===== config.mk =====
export PLATFORM = sky130hd
export DESIGN_NAME = pfi_sqrt
export DESIGN_NICKNAME = d
export VERILOG_FILES = /design/src/rtl/pfi_pkg.sv /design/src/rtl/pfi_sqrt.sv
export SDC_FILE = /design/constraint.sdc
export NUM_CORES = 1
export LEC_CHECK = 0
export BUFFER_PORTS_ARGS = -buffer_cell sky130_fd_sc_hd__buf_4
export CORE_ASPECT_RATIO = 1.1
export CORE_UTILIZATION = 60
export DETAILED_ROUTE_END_ITERATION = 6
export HOLD_SLACK_MARGIN = 0.06
export MAX_ROUTING_LAYER = met4
export PLACE_DENSITY = 0.91
export SYNTH_ARGS = -nofsm -noshare
export SYNTH_HDL_FRONTEND = slang
export SYNTH_SLANG_ARGS = --single-unit

===== constraint.sdc =====
create_clock -name clk -period 5.2 [get_ports clk]
set_input_delay 0 -clock clk [delete_from_list [all_inputs] [get_ports clk]]
set_output_delay 0 -clock clk [all_outputs]
set_load 0.05 [all_outputs]

===== src/rtl/pfi_pkg.sv =====
// ----------------------------------------------------------------------------
// pfi_pkg: shared types and constants for the particle force integrator
// Fixed-point format, unit widths, mode and register codes, saturation helpers.
// ----------------------------------------------------------------------------
package pfi_pkg;

	localparam int FRAC_BITS = 16;
	localparam int DATA_W    = 32;
	localparam int QUO_W     = FRAC_BITS + 1;
	localparam int NUM_W     = 31 + FRAC_BITS;
	localparam int RAD_W     = 64;
	localparam int ROOT_W    = 32;

	localparam logic [DATA_W-1:0] S32_MAX    = 32'h7fff_ffff;
	localparam logic [DATA_W-1:0] ALPHA_TOP  = 32'(80) << FRAC_BITS;
	localparam logic [DATA_W-1:0] ALPHA_DIV  = 32'd80;
	localparam logic [15:0]       DAMP_RESET = 16'd4588;
	localparam logic [16:0]       DAMP_ONE   = 17'h1_0000;

	typedef enum logic [2:0] {
		MODE_ADD       = 3'd0,
		MODE_REPEL     = 3'd1,
		MODE_ATTRACT   = 3'd2,
		MODE_REPEL_P   = 3'd3,
		MODE_ATTRACT_P = 3'd4,
		MODE_CW        = 3'd5,
		MODE_CCW       = 3'd6,
		MODE_TICK      = 3'd7
	} mode_t;

	typedef enum logic {
		REG_DAMPING = 1'b0,
		REG_HOLD    = 1'b1
	} cfg_reg_t;

	function automatic logic signed [DATA_W-1:0] sat_add32(
		input logic signed [DATA_W-1:0] a,
		input logic signed [DATA_W-1:0] b
	);
		logic signed [DATA_W:0] s;
		s = {a[DATA_W-1], a} + {b[DATA_W-1], b};
		if (s[DATA_W] != s[DATA_W-1])
			return s[DATA_W] ? 32'sh8000_0000 : 32'sh7fff_ffff;
		return s[DATA_W-1:0];
	endfunction

	function automatic logic [DATA_W-1:0] mag32(input logic signed [DATA_W-1:0] v);
		return v[DATA_W-1] ? 32'(-v) : 32'(v);
	endfunction

	function automatic logic signed [DATA_W-1:0] with_sign(
		input logic [30:0] m,
		input logic        neg
	);
		return neg ? -$signed({1'b0, m}) : $signed({1'b0, m});
	endfunction

endpackage


===== src/rtl/pfi_sqrt.sv =====
// ----------------------------------------------------------------------------
// pfi_sqrt: iterative integer square root
// Floor square root of a 64-bit value, one result bit per cycle.
// ----------------------------------------------------------------------------
module pfi_sqrt import pfi_pkg::*; (
	input  logic              clk,
	input  logic              arst_n,
	input  logic              start,
	input  logic [RAD_W-1:0]  rad,
	output logic              done,
	output logic [ROOT_W-1:0] root
);

	logic [RAD_W-1:0]  rad_q;
	logic [34:0]       rem_q;
	logic [ROOT_W-1:0] root_q;
	logic [5:0]        cnt_q;
	logic              busy_q;
	logic              done_q;
	logic [34:0]       rem_next;
	logic [34:0]       trial;

	assign rem_next = {rem_q[32:0], rad_q[RAD_W-1 -: 2]};
	assign trial    = {1'b0, root_q, 2'b01};

	always_ff @(posedge clk or negedge arst_n) begin
		if (!arst_n) begin
			busy_q <= 1'b0;
			done_q <= 1'b0;
			cnt_q  <= '0;
		end else begin
			done_q <= 1'b0;
			if (start) begin
				busy_q <= 1'b1;
				cnt_q  <= 6'(ROOT_W);
			end else if (busy_q) begin
				cnt_q <= cnt_q - 6'd1;
				if (cnt_q == 6'd1) begin
					busy_q <= 1'b0;
					done_q <= 1'b1;
				end
			end
		end
	end

	// Datapath carries no reset.
	always_ff @(posedge clk) begin
		if (start) begin
			rad_q  <= rad;
			rem_q  <= '0;
			root_q <= '0;
		end else if (busy_q) begin
			rad_q <= {rad_q[RAD_W-3:0], 2'b00};
			if (rem_next >= trial) begin
				rem_q  <= rem_next - trial;
				root_q <= {root_q[ROOT_W-2:0], 1'b1};
			end else begin
				rem_q  <= rem_next;
				root_q <= {root_q[ROOT_W-2:0], 1'b0};
			end
		end
	end

	assign done = done_q;
	assign root = root_q;

endmodule


== Word level (Yosys, flattened, before mapping) ==
Cells that the tools add are included.

* Add/subtract/negate cells: 2
* Multiply operators: 0
* Divide/modulo/power cells: 0
* Order comparisons: 1
* Equal/unequal tests: 1
* Shifts and indexed selects: 0
* Muxes and demuxes: 12
* Bitwise gates (word level): 0
* Reductions and logical operators: 1

{| class="wikitable"
|+ Operators with widths
! operator !! number
|-
| two-way mux 64 bit || 2
|-
| >= comparator 35 x 34 -> 1 bit || 1
|-
| two-way mux 33 bit || 1
|-
| subtractor 33 bit || 1
|-
| two-way mux 6 bit || 2
|-
| two-way mux 1 bit || 7
|-
| == test 6 x 1 -> 1 bit, second input constant || 1
|-
| subtractor 6 x 1 -> 6 bit, second input constant || 1
|-
| nonzero test 2 bit || 1
|}

* Register bits: 137
* Bits in latches: 0
* Memory bits (writable): 0
* Bits in read-only memories: 0
* Input port bits: 67
* Output and inout port bits: 33
* Memories kept: 0

== Longest topological paths before layout ==
* Word-level depth: 4
* Mapped depth: 15

== Worst setup path before layout ==
No wires, ideal clock.

* Kind: register to register
* Start: reg root_q[18] (netlist: root[18])
* End: reg rem_q[22]
* Arrival: 3.088 ns
* Data required time: 5.011 ns
* Path slack: 1.923 ns
* Stages on the path, launching flop included: 16
* Buffers on the path: 5
* Period minus slack after synthesis: 3.277 ns
* Cells stage by stage: dfxtp_1 inv_1 ha_1 buf_6 a21o_1 a2111oi_2 a21o_1 nand3_1 or3_1 buf_6 and2_4 buf_6 buf_12 buf_12 mux2i_1 o22ai_1

* Word-level cells in the longest chain between the ends: 2
* Elaborated cells between the ends (all ways): 3
* Those cells by class: add/sub: 1; order compare: 1; mux: 1

{| class="wikitable"
|+ Ends and longest elaborated chain
! element !! line !! source
|-
| start, declared || pfi_sqrt.sv:16 || <nowiki>logic [ROOT_W-1:0] root_q;</nowiki>
|-
| start signal, assigned || pfi_sqrt.sv:56 || <nowiki>root_q <= {root_q[ROOT_W-2:0], 1'b1};</nowiki>
|-
| start signal, assigned || pfi_sqrt.sv:59 || <nowiki>root_q <= {root_q[ROOT_W-2:0], 1'b0};</nowiki>
|-
| subtractor 33 bit or >= comparator 35 x 34 -> 1 bit (tied branches) || pfi_sqrt.sv:55, pfi_sqrt.sv:54 ||
|-
| two-way mux 33 bit * || pfi_sqrt.sv:54 || <nowiki>if (rem_next >= trial) begin</nowiki>
|-
| end signal, assigned || pfi_sqrt.sv:55 || <nowiki>rem_q <= rem_next - trial;</nowiki>
|-
| end signal, assigned || pfi_sqrt.sv:58 || <nowiki>rem_q <= rem_next;</nowiki>
|-
| end, declared || pfi_sqrt.sv:15 || <nowiki>logic [34:0] rem_q;</nowiki>
|}

Every way passes the cells marked *; elsewhere a longest branch is shown, timed or not.
A chain may end at the register's enable or synchronous reset.

== Worst setup path after layout ==
* Start: reg root_q[3] (netlist: root[3])
* End: reg rem_q[21]

The elaborated chain is that of the path after synthesis.

==> results.py <==
metrics = {
    "logic_synthesis": {
        "synth_top_family_by_area": "multiplexers",
        "yosys_warnings": 0,
        "synth_xor_area_share_pct": 3.18,
        "netlist_area_um2": 7700,
        "synth_compound_gate_area_share_pct": 13.5,
        "yosys.area_share.simple_pct": 12.3,
        "seq_area_frac_synth_pct": 44.4,
        "synth-seq-cells": 137,
        "synth_fa_ha_area_share_pct": 5.85,
        "syn_inst": 739,
        "synth_area_per_cell_um2": 10.4,
        "async_reset_ff_share_pct": 5.84,
        "synth_cell_type_count": 67,
        "synth_edf_count": 64,
        "synth_nets": 842,
        "post_synth_mux_area_share_pct": 15.7,
        "synth-main-ff-cell": "dfxtp_1",
    },
    "sta": {
        "grt_setup_unrepaired": "no",
        "finalCriticalPeriod_ps": 3460,
        "finalHoldViolations": 0,
        "period_share_pct": 66.5,
        "worstMarginPinSlew_ps": 805,
        "holdWs_ps": 127,
        "fmax_mhz": 289,
        "maxSlewViolCount": 0,
        "fin_skew_ps": 20.4,
        "tns_ps": 0,
        "worst_slew_margin_rel_pct": 46.3,
        "setup_violations": 0,
    },
    "floorplanning": {
        "dieWidth_um": 110,
        "num_rows": 43,
        "ios": 100,
        "start_util_pct": 61.2,
        "die_h_um": 121,
        "dieArea_um2": 13300,
        "core_um2": 12600,
    },
    "pwr": {
        "p_leak_nw": 4.26,
        "ir_drop_v": 0.000355,
        "power_mw": 5.32,
        "power.density_nw_per_um2": 549,
    },
    "cells_and_area": {
        "drive_gt1_share_pct": 25.3,
        "nFillCells": 797,
        "area_growth_pct": 25.8,
        "antenna-diode-count": 0,
        "nNetsFinal": 991,
    },
    "place": {
        "port_buffers": 99,
        "dp_hpwl_um": 11900,
        "place.gp.congestion": 0.916,
    },
    "cts": {
        "cts_tree": "done",
        "clkLatencyLatePin_ps": 460,
        "clockBufferDepth": 2,
        "htreeDepth": 4,
        "post_cts_resized": 0,
        "clkTransAtPathRegs_ps": 70,
        "clock_sinks": 137,
        "cts_root_buffer": "clkbuf_16",
        "cts_buffers": 17,
    },
    "hold_path": {
        "worstHoldPathType": "input pin to register",
        "holdPathStages": 2,
    },
    "routing": {
        "viasPerCell": 6.05,
        "routed_wl_um": 21600,
        "drc_errors": 0,
        "ant_nets": 0,
        "drt-wirelength-per-cell_um": 20.4,
        "dr.pass1.iters": 5,
        "drtIter0Drc": 517,
        "vias": 6405,
    },
    "critical_path": {
        "cp_common_cell": "or3_1",
        "reg2reg_depth": 10,
        "cp.required_ps": 5550,
        "cp_max_fo": 14,
        "end_kind": "register",
        "rrSetupSlack_ps": 1740,
        "crit_end": "rem_q[21]",
        "startpoint_type": "register",
        "path_cells": "inv_1, ha_1, nor3_1, or3_1, a211o_1, a21oi_2, or3_1, nand2_1, or3_1, a311oi_1",
        "crit_path_top_delay_cell": "or3_1",
        "timing.rr.start": "root[3]",
        "r2r-end": "rem_q[21]",
        "critPathMaxStageDelay_ps": 500,
        "crit_type": "register to register",
        "critPathLaunch": "root[3]",
        "arrival_ps": 3800,
    },
    "status": {
        "outcome": "finished, final reports clean",
    },
    "grt": {
        "grt_max_degree": 71,
        "antenna_found_initial": 0,
        "gr-total-overflow": 0,
        "grt_first_pass_wirelength_um": 33400,
        "track_usage_pct": 35.3,
        "grt_pass1_vias": 6303,
    },
    "flow_run": {
        "cap_viol_max_count": 0,
    },
}
[kinds of logic (layout without fill, tap and decap cells)]
family                   after synthesis  count (layout)
adder cells (fa/ha/maj)               36              36
AND/OR/NAND/NOR                      197             197
XOR/XNOR                              28              28
multiplexers                         113             113
flip-flops                           137             137
buffers and inverters                 85             247
AO/OA/AOI/OAI                        143             143
[final cells by class]
type,count,area [um^2],share of cell area [%]
timing repair buffer,170,1440,14.9
multi-input combinational,517,3890,40.1
clock inverter,14,139,1.43
tap,157,196,2.03
clock buffer,18,429,4.43
sequential,137,3430,35.4
inverter,45,169,1.74
[per-stage QoR]
| stage | util, % | instances | cell area (um^2) | setup WS (ps) |
|---|---|---|---|---|
| 6_report | 77.0 | 1058 | 9690 | 1740 |
| 5_1_grt | 77.0 | 1058 | 9690 | 1550 |
| 4_1_cts | 77.0 | 1058 | 9690 | 1830 |
| 3_5_place_dp | 67.2 | 960 | 8460 | 1860 |
| 3_3_place_gp | 67.2 | 960 | 8460 | 1930 |
| 2_1_floorplan | - | 739 | 7700 | 1920 |
[worst min path at each step]
stage          startpoint       end  slack [ps]
2_1_floorplan      arst_n    busy_q        -300
3_3_place_gp       arst_n      done        -180
3_5_place_dp       arst_n      done        -180
4_1_cts             start  root[26]         120
5_1_grt             start  root[28]         160
6_report            start  root[26]         130
[metal layers]
layer  up-vias  GRT usage, %  part of all wire [%]
met1      3069          39.1                    38
met2       262          58.5                    51
met5         -             -                     0
li1       2989             -                     -
met3        85          6.90                   5.1
met4         0          21.0                   6.1
[cells in the mapped netlist (3+ instances only)]
cell type   n  area share [%]
o211ai_1    5            0.49
o21a_1      6            0.58
nand4_1    13             1.1
dfxtp_1    65              17
nand3_1    12            0.78
a31oi_1     5            0.41
a211oi_1   10            0.97
o21bai_1    3            0.29
nand2b_1    6            0.49
clkbuf_1   23             1.1
nand2_2     3            0.24
and2_1      5            0.41
o31ai_1     4            0.39
a311oi_2    7             1.4
nand2_1    42             2.0
mux2_2     62             9.1
o21ai_0    25             1.6
edfxtp_1   64              25
nand3_2     3            0.39
xnor2_1    16             1.8
and3_1      3            0.24
ha_1       36             5.8
buf_6       4            0.58
a21oi_1    32             2.1
nor4_1      3            0.24
xor2_1     12             1.4
nor2_1     76             3.7
buf_2       5            0.32
dfrtp_1     8             2.6
a21o_1     16             1.6
nor3_1     10            0.65
buf_1       6            0.29
nor2b_1     4            0.32
inv_1      45             2.2
mux2i_1    51             6.6
a211o_1     4            0.45
or3_1       6            0.49
[worst max-delay path, delay by kind of cell, from the launching register on]
kind | cells | cell delay [ps]
simple gates | 5 | 1690
compound gates | 3 | 750
fa+ha+maj | 1 | 420
flops | 1 | 410
buf+inv | 1 | 90
[state kept, by name (all words and copies together), names as in the netlist]
name	flops
root	32
done	1
busy_q	1
rad_q	64
cnt_q	6
rem_q	33
[where the power goes]
group | internal (mW) | switching [mW] | leakage [nW] | total, mW
registers | 1.34 | 0.144 | 1.31 | 1.48
clock network | 0.669 | 0.554 | 0.270 | 1.22
logic | 1.14 | 1.48 | 2.68 | 2.61
[cell usage in the layout (no fill, tap or decap), types with 6 or more instances in the layout]
master	count
a21oi_1	32
nand4_1	13
mux2_2	62
dfxtp_1	65
nand3_1	12
o21a_1	6
nor2_1	76
mux2i_1	51
buf_4	104
edfxtp_1	64
xor2_1	12
dfrtp_1	7
inv_1	44
clkbuf_16	17
nand2_1	42
dlygate4sd3_1	66
o21ai_0	25
xnor2_1	16
nor3_1	10
or3_1	6
a311oi_2	7
nand2b_1	6
a211oi_1	10
ha_1	36
a21o_1	16
[what timing repair did]
item / CTS / global route
endpoints found under the hold margin: 72 / 0
endpoints found under the setup margin: 0 / 0
buffers inserted: 0 / 0
hold buffers: 66 / 0
Note: power is estimated with default switching activity, not from simulation.
