<file path="config.mk">
export PLATFORM = sky130hd
export DESIGN_NAME = pfi_div
export DESIGN_NICKNAME = d
export VERILOG_FILES = /design/src/rtl/pfi_pkg.sv /design/src/rtl/pfi_div.sv
export SDC_FILE = /design/constraint.sdc
export NUM_CORES = 1
export LEC_CHECK = 0
export ABC_AREA = 1
export BUFFER_PORTS_ARGS = -buffer_cell sky130_fd_sc_hd__buf_2
export CORE_MARGIN = 2
export CORE_UTILIZATION = 60
export CTS_CLUSTER_DIAMETER = 80
export CTS_CLUSTER_SIZE = 30
export DETAILED_ROUTE_END_ITERATION = 10
export GPL_ROUTABILITY_DRIVEN = 0
export PLACE_DENSITY_LB_ADDON = 0.1
export SYNTH_ARGS = -nofsm -noshare
export SYNTH_HDL_FRONTEND = slang
export SYNTH_SLANG_ARGS = --single-unit
</file>
<file path="constraint.sdc">
create_clock -name clk -period 6.7 [get_ports clk]
set_input_delay 0.67 -clock clk [delete_from_list [all_inputs] [get_ports clk]]
set_output_delay 0.67 -clock clk [all_outputs]
set_load 0.05 [all_outputs]
</file>
<file path="src/rtl/pfi_pkg.sv">
// ----------------------------------------------------------------------------
// pfi_pkg: shared types and constants for the particle force integrator
// Fixed-point format, unit widths, mode and register codes, saturation helpers.
// ----------------------------------------------------------------------------
package pfi_pkg;

	localparam int FRAC_BITS = 16;
	localparam int DATA_W    = 32;
	localparam int QUO_W     = FRAC_BITS + 1;
	localparam int NUM_W     = 31 + FRAC_BITS;
	localparam int RAD_W     = 64;
	localparam int ROOT_W    = 32;

	localparam logic [DATA_W-1:0] S32_MAX    = 32'h7fff_ffff;
	localparam logic [DATA_W-1:0] ALPHA_TOP  = 32'(80) << FRAC_BITS;
	localparam logic [DATA_W-1:0] ALPHA_DIV  = 32'd80;
	localparam logic [15:0]       DAMP_RESET = 16'd4588;
	localparam logic [16:0]       DAMP_ONE   = 17'h1_0000;

	typedef enum logic [2:0] {
		MODE_ADD       = 3'd0,
		MODE_REPEL     = 3'd1,
		MODE_ATTRACT   = 3'd2,
		MODE_REPEL_P   = 3'd3,
		MODE_ATTRACT_P = 3'd4,
		MODE_CW        = 3'd5,
		MODE_CCW       = 3'd6,
		MODE_TICK      = 3'd7
	} mode_t;

	typedef enum logic {
		REG_DAMPING = 1'b0,
		REG_HOLD    = 1'b1
	} cfg_reg_t;

	function automatic logic signed [DATA_W-1:0] sat_add32(
		input logic signed [DATA_W-1:0] a,
		input logic signed [DATA_W-1:0] b
	);
		logic signed [DATA_W:0] s;
		s = {a[DATA_W-1], a} + {b[DATA_W-1], b};
		if (s[DATA_W] != s[DATA_W-1])
			return s[DATA_W] ? 32'sh8000_0000 : 32'sh7fff_ffff;
		return s[DATA_W-1:0];
	endfunction

	function automatic logic [DATA_W-1:0] mag32(input logic signed [DATA_W-1:0] v);
		return v[DATA_W-1] ? 32'(-v) : 32'(v);
	endfunction

	function automatic logic signed [DATA_W-1:0] with_sign(
		input logic [30:0] m,
		input logic        neg
	);
		return neg ? -$signed({1'b0, m}) : $signed({1'b0, m});
	endfunction

endpackage

</file>
<file path="src/rtl/pfi_div.sv">
// ----------------------------------------------------------------------------
// pfi_div: iterative restoring divider
// Unsigned division whose quotient is known to fit in FRAC_BITS+1 bits.
// ----------------------------------------------------------------------------
module pfi_div import pfi_pkg::*; (
	input  logic              clk,
	input  logic              arst_n,
	input  logic              start,
	input  logic [NUM_W-1:0]  num,
	input  logic [DATA_W-1:0] den,
	output logic              done,
	output logic [QUO_W-1:0]  quo
);

	logic [DATA_W-1:0] rem_q;
	logic [DATA_W-1:0] den_q;
	logic [QUO_W-1:0]  nsh_q;
	logic [QUO_W-1:0]  quo_q;
	logic [5:0]        cnt_q;
	logic              busy_q;
	logic              done_q;
	logic [DATA_W:0]   trial;

	// The high part of the numerator is below the divisor, so only the low
	// QUO_W bits have to be brought down one at a time.
	assign trial = {rem_q, nsh_q[QUO_W-1]};

	always_ff @(posedge clk or negedge arst_n) begin
		if (!arst_n) begin
			busy_q <= 1'b0;
			done_q <= 1'b0;
			cnt_q  <= '0;
		end else begin
			done_q <= 1'b0;
			if (start) begin
				busy_q <= 1'b1;
				cnt_q  <= 6'(QUO_W);
			end else if (busy_q) begin
				cnt_q <= cnt_q - 6'd1;
				if (cnt_q == 6'd1) begin
					busy_q <= 1'b0;
					done_q <= 1'b1;
				end
			end
		end
	end

	always_ff @(posedge clk) begin
		if (start) begin
			rem_q <= DATA_W'(num[NUM_W-1:QUO_W]);
			nsh_q <= num[QUO_W-1:0];
			den_q <= den;
			quo_q <= '0;
		end else if (busy_q) begin
			nsh_q <= {nsh_q[QUO_W-2:0], 1'b0};
			if (trial >= {1'b0, den_q}) begin
				rem_q <= DATA_W'(trial - {1'b0, den_q});
				quo_q <= {quo_q[QUO_W-2:0], 1'b1};
			end else begin
				rem_q <= trial[DATA_W-1:0];
				quo_q <= {quo_q[QUO_W-2:0], 1'b0};
			end
		end
	end

	assign done = done_q;
	assign quo  = quo_q;

endmodule

</file>
Yosys cells after proc, flatten, opt, wreduce, memory -nomap -nowiden

Cells that the tools add are included.

Register bits after elaboration: 106
Bits of input ports: 82
Output and inout port bits: 18
Logic and storage cells: 27

$add $sub $neg: 2
Magnitude comparators: 1
Eq/ne operators: 1
Mux-type cells: 14
Reduce and logical (&&, ||, !) cells: 1

Operators by type and width:

| operator              | number |
|---|---|
| $mux W30              | 2 |
| $mux W17              | 2 |
| $ge A33 B32 Y1        | 1 |
| $mux W32              | 1 |
| $sub A32 B32 Y32      | 1 |
| $mux W6               | 2 |
| $mux W1               | 7 |
| $eq A6 B1 Y1 const B  | 1 |
| $sub A6 B1 Y6 const B | 1 |
| $reduce_bool A2 Y1    | 1 |

Logic depth before layout (Yosys ltp)

Gate-level depths: netlist of the first run.

Depth after elaboration: 4
Depth in mapped cells: 16

Worst setup path after synthesis of the first run

OpenSTA, ideal clock, no wires.

Path kind: input -> register
From: input start
To: register nsh_q[0] (enable)
Library setup time: 430 ps
Arrival: 2,604 ps
Required time: 6,270 ps
Setup slack: 3,666 ps
Cell stages on the path: 4
Cell sequence: clkbuf_1 -> nor2_1 -> clkinv_1 -> clkbuf_1

Word-level cells in the longest chain between the ends: 1

Ends and longest elaborated chain:

| item                         | RTL line      | source |
|---|---|---|
| start, declared              | pfi_div.sv:8  | `input logic start,` |
| $reduce_bool A2 Y1 (no line) | --            |  |
| end signal, assigned         | pfi_div.sv:51 | `nsh_q <= num[QUO_W-1:0];` |
| end signal, assigned         | pfi_div.sv:55 | `nsh_q <= {nsh_q[QUO_W-2:0], 1'b0};` |
| end, declared                | pfi_div.sv:17 | `logic [QUO_W-1:0] nsh_q;` |

Every way passes these cells.
A chain may end at the register's enable or synchronous reset.

Worst setup path in the final report of the first run

From: register rem_q[27]
To: register rem_q[16] (data pin)

Word-level cells in the longest chain between the ends: 4

Ends and longest elaborated chain:

| item                   | RTL line      | source |
|---|---|---|
| start, declared        | pfi_div.sv:15 | `logic [DATA_W-1:0] rem_q;` |
| start signal, assigned | pfi_div.sv:50 | `rem_q <= DATA_W'(num[NUM_W-1:QUO_W]);` |
| start signal, assigned | pfi_div.sv:57 | `rem_q <= DATA_W'(trial - {1'b0, den_q});` |
| start signal, assigned | pfi_div.sv:60 | `rem_q <= trial[DATA_W-1:0];` |
| $ge A33 B32 Y1         | pfi_div.sv:56 | `if (trial >= {1'b0, den_q}) begin` |
| $mux W32               | pfi_div.sv:56 |  |
| $mux W30               | pfi_div.sv:54 | `end else if (busy_q) begin` |
| $mux W30               | pfi_div.sv:49 | `if (start) begin` |

Every way passes these cells. The select of a mux whose other input is x is not followed.

==> results of run 1 <==
## through the flow
stage                     hold slack, ps  util, %  power, µW  area (µm²)
after floorplan                      374        -       2450        7340
after global placement               436     65.8       2720        7880
after detailed placement             444     65.8       2750        7880
after CTS                            131     68.1       3260        8140
after global routing                 143     68.1       3550        8140
final                                137     68.1       3250        8140
## cell type report
type,count,share of cell area (%)
clock buffer,12,2.91
clock inverter,4,0.354
inverter,212,9.78
multi-input combinational,659,42.1
sequential,106,36.3
tap,147,2.26
timing repair buffer,102,6.36
## cells by family after synthesis
logic type / Yosys count / synth area share (%)
simple gates: 562 / 35.2
buf+inv: 234 / 13.1
fa+ha+maj: 35 / 6.07
compound gates: 47 / 3.54
xor+xnor: 15 / 1.79
flops: 106 / 40.2
## per-layer routing
layer / vias to the layer above / wire [µm] / GRT usage [%]
met5: - / 0 / 0
met4: 0 / 261 / 6.50
met3: 17 / 804 / 5.93
met2: 146 / 7230 / 42.6
met1: 2736 / 7420 / 34.6
li1: 3263 / - / -
## where the power goes
part,internal (µW),switching [µW],total (µW)
Combinational,630,1170,1800
Sequential,878,76.2,955
Clock,254,240,494
Total,1760,1490,3250
## path summary, 6_finish.rpt
kind                       startpoint         to  cells past startpoint
min reg2reg                   quo[16]    quo[16]                      2
max in group asynchronous      arst_n   cnt_q[1]                      1
max reg2reg                 rem_q[27]  rem_q[16]                     10
max                         rem_q[27]  rem_q[16]                     10
min in group clk              quo[16]    quo[16]                      2
min                            arst_n     busy_q                      1
## critical path: stages (launching register included)
cell and delay, ps:
sky130_fd_sc_hd__edfxtp_1 400, sky130_fd_sc_hd__ha_1 380, sky130_fd_sc_hd__a21oi_1 230, sky130_fd_sc_hd__nand2_1 100, sky130_fd_sc_hd__a21oi_1 150, sky130_fd_sc_hd__nand2_1 110
sky130_fd_sc_hd__nor2_4 740, sky130_fd_sc_hd__nand2_8 350, sky130_fd_sc_hd__nand2_1 170, sky130_fd_sc_hd__nand3_1 80, sky130_fd_sc_hd__nand2_1 110
## sequential cells by signal, summed over array words and instances (netlist names)
register  flops
quo          17
den_q        32
cnt_q         6
busy_q        1
rem_q        32
nsh_q        17
done          1
## layout by cell type, fill, tap and decap left out, types with 7 or more instances in the layout
cell type                     n
sky130_fd_sc_hd__a21oi_1     22
sky130_fd_sc_hd__buf_2       99
sky130_fd_sc_hd__clkbuf_16    9
sky130_fd_sc_hd__dfrtp_1      8
sky130_fd_sc_hd__dfxtp_1     19
sky130_fd_sc_hd__edfxtp_1    79
sky130_fd_sc_hd__ha_1        34
sky130_fd_sc_hd__inv_1      205
sky130_fd_sc_hd__nand2_1    361
sky130_fd_sc_hd__nand2_2     33
sky130_fd_sc_hd__nand3_1     62
sky130_fd_sc_hd__nand3_2     24
sky130_fd_sc_hd__nand3b_1     9
sky130_fd_sc_hd__nor2_1      39
sky130_fd_sc_hd__nor2_2       7
sky130_fd_sc_hd__nor3_1       9
sky130_fd_sc_hd__o22ai_1     16
sky130_fd_sc_hd__xnor2_1     14
==> results.py, run 1 <==
metrics = {
    "logic_synthesis": {
        "synth_commonest_cells": "361 x sky130_fd_sc_hd__nand2_1, 205 x sky130_fd_sc_hd__inv_1, 79 x sky130_fd_sc_hd__edfxtp_1",
        "synth.top_cells.by_area": "sky130_fd_sc_hd__edfxtp_1 32%, sky130_fd_sc_hd__nand2_1 18%, sky130_fd_sc_hd__inv_1 10%, sky130_fd_sc_hd__ha_1 5.8%, sky130_fd_sc_hd__dfxtp_1 5.2%",
        "postSynthRegisterBits": 106,
        "synthesis.area_per_instance_um2": 7.35,
        "synth_top_flop_cell": "sky130_fd_sc_hd__edfxtp_1",
        "seq_area_frac_synth_pct": 40.2,
        "synth_most_common_cell": "sky130_fd_sc_hd__nand2_1",
        "synth_area_leader_cell": "sky130_fd_sc_hd__edfxtp_1",
        "synth-async-reset-ratio_pct": 7.55,
        "syn-num-nets": 1116,
        "synthCells": 999,
        "netlist_area_mm2": 0.00734,
        "post_synth_num_cell_types": 35,
        "synth.top_cell.area_share_pct": 32.3,
        "synth_edf_count": 79,
        "synth_warnings": 0,
    },
    "timing": {
        "clock-skew-final_ps": 9.49,
        "period_minus_slack_ps": 2970,
        "final.period_utilization_pct": 44.4,
        "post-route-worst-setup-slack_ps": 3730,
        "max_freq_mhz": 336,
        "final-max-slew-violation-count": 0,
        "setup_total_negative_slack_ps": 0,
        "setup_viol_count_final": 0,
        "rsz_0062_raised_after_global_routing": "no",
        "timing.final.hold_violations": 0,
        "max_slew.worst_pin.slew_ps": 1100,
        "max_slew_margin_pct": 26.8,
    },
    "clock_tree": {
        "cts.root.buffer_cell": "sky130_fd_sc_hd__clkbuf_16",
        "postCtsHoldBufs": 0,
        "cts.repair.resized": 0,
        "htree_num_levels": 3,
        "post_cts.repair.setup_buffers": 0,
        "tritoncts_num_sinks": 106,
        "cts.path.max_buffers": 2,
        "clk_pin_slew_ps": 70,
        "clk-insertion-delay-late_ps": 360,
        "tritoncts": "done",
        "cts_buffers": 9,
    },
    "layout": {
        "post_route_cells_drive_above_1_share_pct": 17.6,
        "multiInputGateArea_mm2": 0.00342,
        "synthToLayoutAreaGrowth_pct": 10.9,
        "instances_no_fill": 1242,
        "register_area_mm2": 0.00295,
        "n_antenna_cell": 0,
        "final_nets": 1207,
        "num-fill-cells": 1065,
    },
    "setup_path": {
        "reg2reg_setup_slack_ps": 3730,
        "critical_path.max_fanout": 33,
        "crit_arrival_ps": 3200,
        "type_of_element_capturing_the_critical_path": "register",
        "worstSetupPathType": "reg -> reg",
        "cp-start-kind": "register",
        "timing.critical_path.required_ps": 6930,
    },
    "global_route": {
        "grt_antenna_before_repair": 0,
        "first_global_vias": 5871,
        "grt_start_max_net_pins": 52,
        "globalRouteTotalUtil_pct": 25.8,
        "grt.overflow.total": 0,
        "global_route_wire_length_before_repair_um": 26900,
    },
    "place": {
        "place_ws_ps": 3760,
        "post-dp-hpwl_um": 11600,
        "number_of_input_and_output_port_buffers_inserted": 99,
        "dp.cells": 1226,
    },
    "die": {
        "io_pins": 100,
        "die_height_um": 115,
        "floorplan.rows": 40,
        "die_w_um": 115,
        "start_util_pct": 61.4,
        "core_area_mm2": 0.0120,
        "die_area_mm2": 0.0131,
    },
    "detailed_routing": {
        "post_drt_wl_per_cell_um": 12.6,
        "num_vias": 6162,
        "drt_drc_violations_left": 0,
        "routed_via_density": 4.96,
        "first_pass_iteration_count_of_the_detailed_router": 5,
        "initialDrtViolationCount": 351,
        "drt-total-wl_um": 15700,
        "route.antenna.remaining_nets": 0,
    },
    "power_and_ir_drop": {
        "powerDensity_mw_per_mm2": 399,
        "static-leakage-power_uw": 0.00442,
        "ir_worst_vdd_v": 0.000254,
    },
    "status": {
        "status": "finished clean",
    },
    "worst_hold_path": {
        "holdCritPathClass": "in -> async",
    },
    "job": {
        "timing.max_cap.violations": 0,
    },
}
(Power assumes the default switching activity.)
==> inputs of run 2 (changes only) <==
--- a/config.mk
+++ b/config.mk
@@ -5,10 +5,10 @@
 export SDC_FILE = /design/constraint.sdc
 export NUM_CORES = 1
 export LEC_CHECK = 0
-export ABC_AREA = 1
+export ABC_AREA = 0
 export BUFFER_PORTS_ARGS = -buffer_cell sky130_fd_sc_hd__buf_2
 export CORE_MARGIN = 2
-export CORE_UTILIZATION = 60
+export CORE_UTILIZATION = 52
 export CTS_CLUSTER_DIAMETER = 80
 export CTS_CLUSTER_SIZE = 30
 export DETAILED_ROUTE_END_ITERATION = 10
==> constraint.sdc (replaced) <==
create_clock -name clk -period 2.5 [get_ports clk]
set_input_delay 0.25 -clock clk [delete_from_list [all_inputs] [get_ports clk]]
set_output_delay 0.25 -clock clk [all_outputs]
set_load 0.05 [all_outputs]
==> run 2 against run 1 <==
  * The run now ends with setup timing left
  * Die area down 2.0%
  * Register-to-register slack worse by 4200 ps
  * Synthesized cell count down 39%
  * Global-route usage about the same
  * Cell count down 22%
  * Critical path type unchanged
  * First-iteration DRC count down 14%
  * Largest cell class unchanged
  * Combinational power rose to 4.4 times the previous value
  * Clock-buffer cell count down 1
  * Clock power rose to 2.9 times the previous value
  * Largest power group unchanged
  * Wire length up 7.0%
  * Critical endpoint is now rem_q[28]
==> results.py, run 2 <==
metrics = {
    "die": {
        "core_area_mm2": 0.0116,
        "die_height_um": 113,
        "io_pins": 100,
        "die_area_mm2": 0.0129,
        "die_w_um": 113,
        "start_util_pct": 53.9,
        "floorplan.rows": 39,
    },
    "clock_tree": {
        "cts_buffers": 9,
        "cts.root.buffer_cell": "sky130_fd_sc_hd__clkbuf_16",
        "cts.path.max_buffers": 2,
        "clk-insertion-delay-late_ps": 360,
        "htree_num_levels": 3,
        "clk_pin_slew_ps": 80,
        "tritoncts_num_sinks": 106,
        "tritoncts": "done",
    },
    "power_and_ir_drop": {
        "clkPwrFrac_pct": 11.9,
        "comb_power_share_pct": 65.1,
        "power_after_layout_uw": 12200,
        "ir_worst_vdd_v": 0.000655,
        "p_switching_uw": 4820,
        "switching_power_share_of_the_total_pct": 39.6,
        "static-leakage-power_uw": 0.00405,
        "powerDensity_mw_per_mm2": 1370,
        "cellInternalPower_uw": 7350,
        "seq_power_share_pct": 23.0,
    },
    "timing": {
        "timing.final.hold_violations": 0,
        "final.period_utilization_pct": 117,
        "max_slew_margin_pct": 68.1,
        "final-max-slew-violation-count": 0,
        "max_slew.worst_pin.slew_ps": 472,
        "rsz_0062_raised_after_global_routing": "yes",
        "fin_hold_ws_ps": 58.3,
        "post-route-worst-setup-slack_ps": -433,
        "clock-skew-final_ps": 9.62,
        "setup_total_negative_slack_ps": -9050,
        "period_minus_slack_ps": 2930,
        "setup_viol_count_final": 33,
        "max_freq_mhz": 341,
    },
    "logic_synthesis": {
        "synth_top_family_by_area": "compound AO/OA/AOI/OAI gates",
        "synth-compound-area-share_pct": 17.5,
        "synth_simple_gate_area_share_pct": 10.4,
        "synth_commonest_cells": "79 x sky130_fd_sc_hd__edfxtp_1, 50 x sky130_fd_sc_hd__inv_1, 49 x sky130_fd_sc_hd__nand2_1",
        "syn-num-nets": 724,
        "seq_area_frac_synth_pct": 47.4,
        "synthesis.area_per_instance_um2": 10.3,
        "synth_top_flop_cell": "sky130_fd_sc_hd__edfxtp_1",
        "synth_most_common_cell": "sky130_fd_sc_hd__edfxtp_1",
        "postSynthRegisterBits": 106,
        "post_synth_num_cell_types": 58,
        "synth_adder_area_share_pct": 7.15,
        "synth.top_cell.area_share_pct": 38.1,
        "yosys.area_share.xor_xnor_pct": 3.94,
        "synth.area.mux_share_pct": 8.01,
        "synthCells": 607,
        "netlist_area_mm2": 0.00623,
        "synth_area_leader_cell": "sky130_fd_sc_hd__edfxtp_1",
        "synth.top_cells.by_area": "sky130_fd_sc_hd__edfxtp_1 38%, sky130_fd_sc_hd__ha_1 6.8%, sky130_fd_sc_hd__dfxtp_1 6.1%, sky130_fd_sc_hd__mux2_2 4.2%, sky130_fd_sc_hd__mux2i_1 3.9%",
        "synth_edf_count": 79,
        "synth_warnings": 0,
        "synth-async-reset-ratio_pct": 7.55,
    },
    "global_route": {
        "globalRouteTotalUtil_pct": 25.9,
        "grt_start_max_net_pins": 67,
        "grt.overflow.total": 0,
        "first_global_vias": 5568,
        "grt_antenna_before_repair": 0,
        "global_route_wire_length_before_repair_um": 26500,
    },
    "setup_path": {
        "cell_by_cell_trace_of_the_critical_path": "ha_4 -> buf_4 -> nand3_2 -> o211ai_1 -> a21bo_2 -> a221oi_2 -> o31a_1 -> buf_4 -> buf_4 -> o41ai_4 -> mux2_4 -> nor2_1",
        "critPathMostFrequentCell": "sky130_fd_sc_hd__buf_4",
        "reg2reg_setup_slack_ps": -430,
        "worst-path-buf-inv": 3,
        "crit_arrival_ps": 3160,
        "r2r_worst_path_depth": 12,
        "worstSetupPathType": "reg -> reg",
        "reg_to_reg_critical_path_startpoint": "rem_q[2]",
        "timing.critical_path.max_delay_family": "compound AO/OA/AOI/OAI gates",
        "critical_path.max_fanout": 3,
        "worst_r2r_endpoint": "rem_q[28]",
        "cp_slowest_cell": "sky130_fd_sc_hd__edfxtp_1",
        "timing.critical_path.required_ps": 2730,
        "type_of_element_capturing_the_critical_path": "register",
        "crit_path_max_incr_delay_ps": 470,
        "cp-start-kind": "register",
    },
    "layout": {
        "num-fill-cells": 781,
        "final_nets": 933,
        "layout.cells.most_common_list": "108 x sky130_fd_sc_hd__buf_4, 98 x sky130_fd_sc_hd__buf_2, 79 x sky130_fd_sc_hd__edfxtp_1",
        "n_antenna_cell": 0,
        "synthToLayoutAreaGrowth_pct": 42.8,
        "post_route_cells_drive_above_1_share_pct": 44.0,
        "most_common_cell_after_layout_fill_and_taps_aside": "sky130_fd_sc_hd__buf_4",
        "largest_registers_ranked_by_flip_flop_count": "den_q (32), rem_q (32)",
    },
    "detailed_routing": {
        "drt-total-wl_um": 16800,
        "num_vias": 5441,
        "post_drt_wl_per_cell_um": 17.4,
        "drt_drc_violations_left": 0,
        "first_pass_iteration_count_of_the_detailed_router": 5,
        "route.antenna.remaining_nets": 0,
        "initialDrtViolationCount": 303,
        "routed_via_density": 5.64,
    },
    "worst_hold_path": {
        "timing.hold.worst.start": "den[17]",
        "holdCritPathClass": "in -> reg",
        "min_path_cells": 1,
        "min_delay_worst_endpoint": "den_q[17]",
    },
    "status": {
        "failed_checks": "setup timing",
        "status": "finished, violations left",
    },
    "place": {
        "number_of_input_and_output_port_buffers_inserted": 99,
        "post-dp-hpwl_um": 10500,
    },
    "job": {
        "timing.max_cap.violations": 0,
    },
}
-- run 2: cell types whose count changed in the layout (fill, tap and decap cells not counted), moves of 17 or more --
cell	change
sky130_fd_sc_hd__a21o_1	+17
sky130_fd_sc_hd__nand3_2	-22
sky130_fd_sc_hd__ha_4	+18
sky130_fd_sc_hd__nand3_1	-57
sky130_fd_sc_hd__nand2_1	-320
sky130_fd_sc_hd__ha_1	-20
sky130_fd_sc_hd__mux2i_1	+24
sky130_fd_sc_hd__a21oi_1	+18
sky130_fd_sc_hd__inv_1	-160
sky130_fd_sc_hd__nand2_2	-29
sky130_fd_sc_hd__buf_4	+105
-- run 2: logic make-up after synthesis --
logic type / Yosys count
simple gates: 142
xor+xnor: 28
compound gates: 164
flops: 106
buf+inv: 85
fa+ha+maj: 35
mux: 47
-- run 2: final cells by class --
cell class                 instances  area (µm²)  area share (%)
clock buffer                      11         253            2.84
clock inverter                     5        56.3           0.633
inverter                          50         188            2.11
multi-input combinational        416        3550            39.9
sequential                       106        2950            33.2
tap                              143         179            2.01
timing repair buffer             233        1710            19.3
-- run 2: worst max path at each step --
stage / start / to / cells after the start
after floorplan: nsh_q[16] / rem_q[24] / 12
after global placement: rem_q[10] / rem_q[25] / 11
after detailed placement: nsh_q[16] / rem_q[24] / 12
after CTS: nsh_q[16] / rem_q[26] / 12
after global routing: nsh_q[16] / rem_q[20] / 14
final: rem_q[2] / rem_q[28] / 12
-- run 2: worst reg2reg max path, cell delays in order, from the launching register on --
cell                       delay, ps
sky130_fd_sc_hd__edfxtp_1        470
sky130_fd_sc_hd__ha_4            320
sky130_fd_sc_hd__buf_4           100
sky130_fd_sc_hd__nand3_2          90
sky130_fd_sc_hd__o211ai_1        340
sky130_fd_sc_hd__a21bo_2         210
sky130_fd_sc_hd__a221oi_2         60
sky130_fd_sc_hd__o31a_1          310
sky130_fd_sc_hd__buf_4           150
sky130_fd_sc_hd__buf_4           140
sky130_fd_sc_hd__o41ai_4         220
sky130_fd_sc_hd__mux2_4          330
sky130_fd_sc_hd__nor2_1           80
-- run 2: repair_timing --
action | in CTS | in global routing
gates resized for setup | 97 | 64
setup endpoints to repair | 33 | 33
hold buffers | 1 | 0
pin swaps | 42 | 46
setup buffers | 35 | 22
endpoints found under the hold margin | 8 | 0
gates cloned | 5 | 0
-- run 2: per-stage QoR --
| step | area, µm² | utilization, % | setup slack (ps) | instances |
|---|---|---|---|---|
| 4_1_cts | 8570 | 74.1 | -337 | 952 |
| 3_5_place_dp | 7460 | 64.5 | -351 | 900 |
| 3_3_place_gp | 7460 | 64.5 | -328 | 900 |
| 6_report | 8890 | 76.9 | -433 | 964 |
| 5_1_grt | 8890 | 76.9 | -525 | 964 |
| 2_1_floorplan | 6240 | - | -95.6 | 607 |
-- run 2: power by group through the flow --
stage | Sequential (µW) | Clock [µW] | Combinational [µW]
after floorplan | 2700 | 0 | 3450
after global placement | 2710 | 0 | 5180
after detailed placement | 2730 | 0 | 5310
after CTS | 2760 | 1490 | 7220
after global routing | 2840 | 1540 | 8480
final | 2800 | 1450 | 7920
-- run 2: layer usage --
layer  global-route usage, %  up-vias  wire length [µm]
li1                        -     2610                 -
met1                    31.3     2629              6870
met2                    46.0      167              8670
met3                    5.95       35               877
met4                    8.05        0               384
met5                       0        -                 0
==> inputs of run 3 (changes only) <==
--- a/config.mk
+++ b/config.mk
@@ -7,6 +7,7 @@
 export LEC_CHECK = 0
 export ABC_AREA = 0
 export BUFFER_PORTS_ARGS = -buffer_cell sky130_fd_sc_hd__buf_2
+export CORE_ASPECT_RATIO = 0.6
 export CORE_MARGIN = 2
 export CORE_UTILIZATION = 52
 export CTS_CLUSTER_DIAMETER = 80
==> run 3 against run 2 <==
  * The flow still finishes with violations (setup timing)
  * Maximum frequency increased by 1.6%
  * Die area increased by 0.22%
  * Design area increased by 0.98%
==> results.py, run 3 (synthesis gave the netlist of run 2 again) <==
metrics = {
    "timing": {
        "max_slew_margin_pct": 57.6,
        "timing.final.hold_violations": 0,
        "fin_hold_ws_ps": 60.1,
        "post-route-worst-setup-slack_ps": -386,
        "final-max-slew-violation-count": 0,
        "rsz_0062_raised_after_global_routing": "yes",
        "max_slew.worst_pin.slew_ps": 636,
        "final.period_utilization_pct": 115,
        "period_minus_slack_ps": 2890,
        "max_freq_mhz": 347,
        "clock-skew-final_ps": 10.1,
        "setup_viol_count_final": 33,
        "setup_total_negative_slack_ps": -10130,
    },
    "setup_path": {
        "cp-start-kind": "register",
        "worstSetupPathType": "reg -> reg",
        "timing.critical_path.required_ps": 2610,
        "critPathMostFrequentCell": "sky130_fd_sc_hd__buf_6",
        "type_of_element_capturing_the_critical_path": "register",
        "cp_slowest_cell": "sky130_fd_sc_hd__edfxtp_1",
        "crit_path_max_incr_delay_ps": 520,
        "crit_arrival_ps": 3000,
        "cell_by_cell_trace_of_the_critical_path": "ha_4 -> buf_6 -> nand4_1 -> nor4_2 -> a31o_2 -> nand3b_1 -> o21ai_4 -> buf_6 -> buf_8 -> buf_16 -> nand2_4 -> o21ai_2 -> mux2_4",
        "critical_path.max_fanout": 5,
    },
    "global_route": {
        "first_global_vias": 5325,
        "globalRouteTotalUtil_pct": 26.7,
        "global_route_wire_length_before_repair_um": 26800,
        "grt_antenna_before_repair": 0,
        "grt_start_max_net_pins": 49,
        "grt.overflow.total": 0,
    },
    "power_and_ir_drop": {
        "static-leakage-power_uw": 0.00408,
        "powerDensity_mw_per_mm2": 1400,
        "ir_worst_vdd_v": 0.000681,
    },
    "detailed_routing": {
        "drt-total-wl_um": 18800,
        "routed_via_density": 5.74,
        "first_pass_iteration_count_of_the_detailed_router": 6,
        "drt_drc_violations_left": 0,
        "route.antenna.remaining_nets": 0,
        "initialDrtViolationCount": 595,
        "post_drt_wl_per_cell_um": 19.1,
        "num_vias": 5657,
    },
    "worst_hold_path": {
        "holdCritPathClass": "in -> reg",
    },
    "die": {
        "io_pins": 100,
        "die_height_um": 88.8,
        "start_util_pct": 54.2,
        "die_area_mm2": 0.0129,
        "floorplan.rows": 30,
        "die_w_um": 145,
        "core_area_mm2": 0.0115,
    },
    "place": {
        "number_of_input_and_output_port_buffers_inserted": 99,
        "place_ws_ps": -342,
        "post-dp-hpwl_um": 10800,
    },
    "clock_tree": {
        "tritoncts_num_sinks": 106,
        "htree_num_levels": 3,
        "tritoncts": "done",
        "cts_buffers": 9,
        "clk-insertion-delay-late_ps": 360,
        "cts.root.buffer_cell": "sky130_fd_sc_hd__clkbuf_16",
        "cts.path.max_buffers": 2,
        "clk_pin_slew_ps": 80,
    },
    "layout": {
        "post_route_cells_drive_above_1_share_pct": 44.6,
        "layout.cells.most_common_list": "113 x sky130_fd_sc_hd__buf_4, 98 x sky130_fd_sc_hd__buf_2, 79 x sky130_fd_sc_hd__edfxtp_1",
        "largest_registers_ranked_by_flip_flop_count": "den_q (32), rem_q (32)",
        "synthToLayoutAreaGrowth_pct": 44.2,
        "register_area_mm2": 0.00295,
        "final_nets": 938,
        "multiInputGateArea_mm2": 0.00355,
        "n_antenna_cell": 0,
        "num-fill-cells": 733,
        "most_common_cell_after_layout_fill_and_taps_aside": "sky130_fd_sc_hd__buf_4",
    },
    "job": {
        "timing.max_cap.violations": 0,
    },
    "status": {
        "failed_checks": "setup timing",
        "status": "finished, violations left",
    },
}
-- run 3: cell types whose count changed in the layout (fill, tap and decap cells not counted), moves of 3 or more --
cell / before / now
sky130_fd_sc_hd__nor2_2: 2 / 6
sky130_fd_sc_hd__buf_4: 108 / 113
sky130_fd_sc_hd__a21oi_2: 4 / 9
sky130_fd_sc_hd__inv_1: 45 / 48
sky130_fd_sc_hd__a21oi_1: 40 / 36
sky130_fd_sc_hd__o21ai_1: 7 / 11
sky130_fd_sc_hd__nand2_4: 4 / 7
sky130_fd_sc_hd__o21ai_4: 4 / 1
-- run 3: area by class of cell --
cell class | instances | area share [%]
Sequential cell | 106 | 32.9
Clock buffer | 9 | 2.51
Multi-Input combinational cell | 416 | 39.5
Clock inverter | 7 | 1.03
Timing Repair Buffer | 238 | 19.7
Inverter | 50 | 2.09
Tap cell | 160 | 2.23
-- run 3: critical path, delay by kind of cell, from the launching register on --
kind | cells | cell delay (ps)
multiplexers | 1 | 250
adder cells (fa/ha/maj) | 1 | 330
flip-flops | 1 | 520
AND/OR/NAND/NOR | 4 | 650
buffers and inverters | 4 | 510
AO/OA/AOI/OAI | 3 | 370
-- run 3: power by group --
group          switching (µW)  internal [µW]
Clock                     726            805
Sequential                393           2450
Combinational            4000           4250
Total                    5120           7500
-- run 3: worst paths after layout --
kind / depth (start not counted) / endpoint / start / slack [ps]
hold / removal: 1 / den_q[20] / den[20] / 60
setup reg to reg: 13 / rem_q[17] / rem_q[0] / -390
max in group asynchronous: 2 / busy_q / arst_n / 2070
hold reg to reg: 2 / quo[16] / quo[16] / 520
min in group asynchronous: 2 / cnt_q[4] / arst_n / 260
setup / recovery: 13 / rem_q[17] / rem_q[0] / -390
-- run 3: timing repair --
item                                    CTS  global route
hold endpoints to repair                  8             0
pin swaps                                41            37
hold buffers                              1             0
gates resized for setup                  98            54
setup buffers                            18            27
endpoints found under the setup margin   32            33
cloned                                    5             2
-- run 3: per-stage QoR --
stage               instances  util (%)  power [µW]  instance area (µm²)
finish                    986      78.2       12600                 8980
detailed placement        921      65.3        8080                 7500
floorplan                 607         -        6150                 6240
CTS                       960      73.9       11200                 8480
global placement          921      65.3        7920                 7500
global route              986      78.2       13200                 8980
-- run 3: per-layer routing --
metal | up-vias | GRT usage (%) | routed length, µm
met2 | 278 | 43.0 | 8630
met4 | 0 | 7.13 | 299
li1 | 2618 | - | -
met3 | 44 | 5.82 | 1490
met5 | - | 0 | 0
met1 | 2717 | 37.2 | 8410
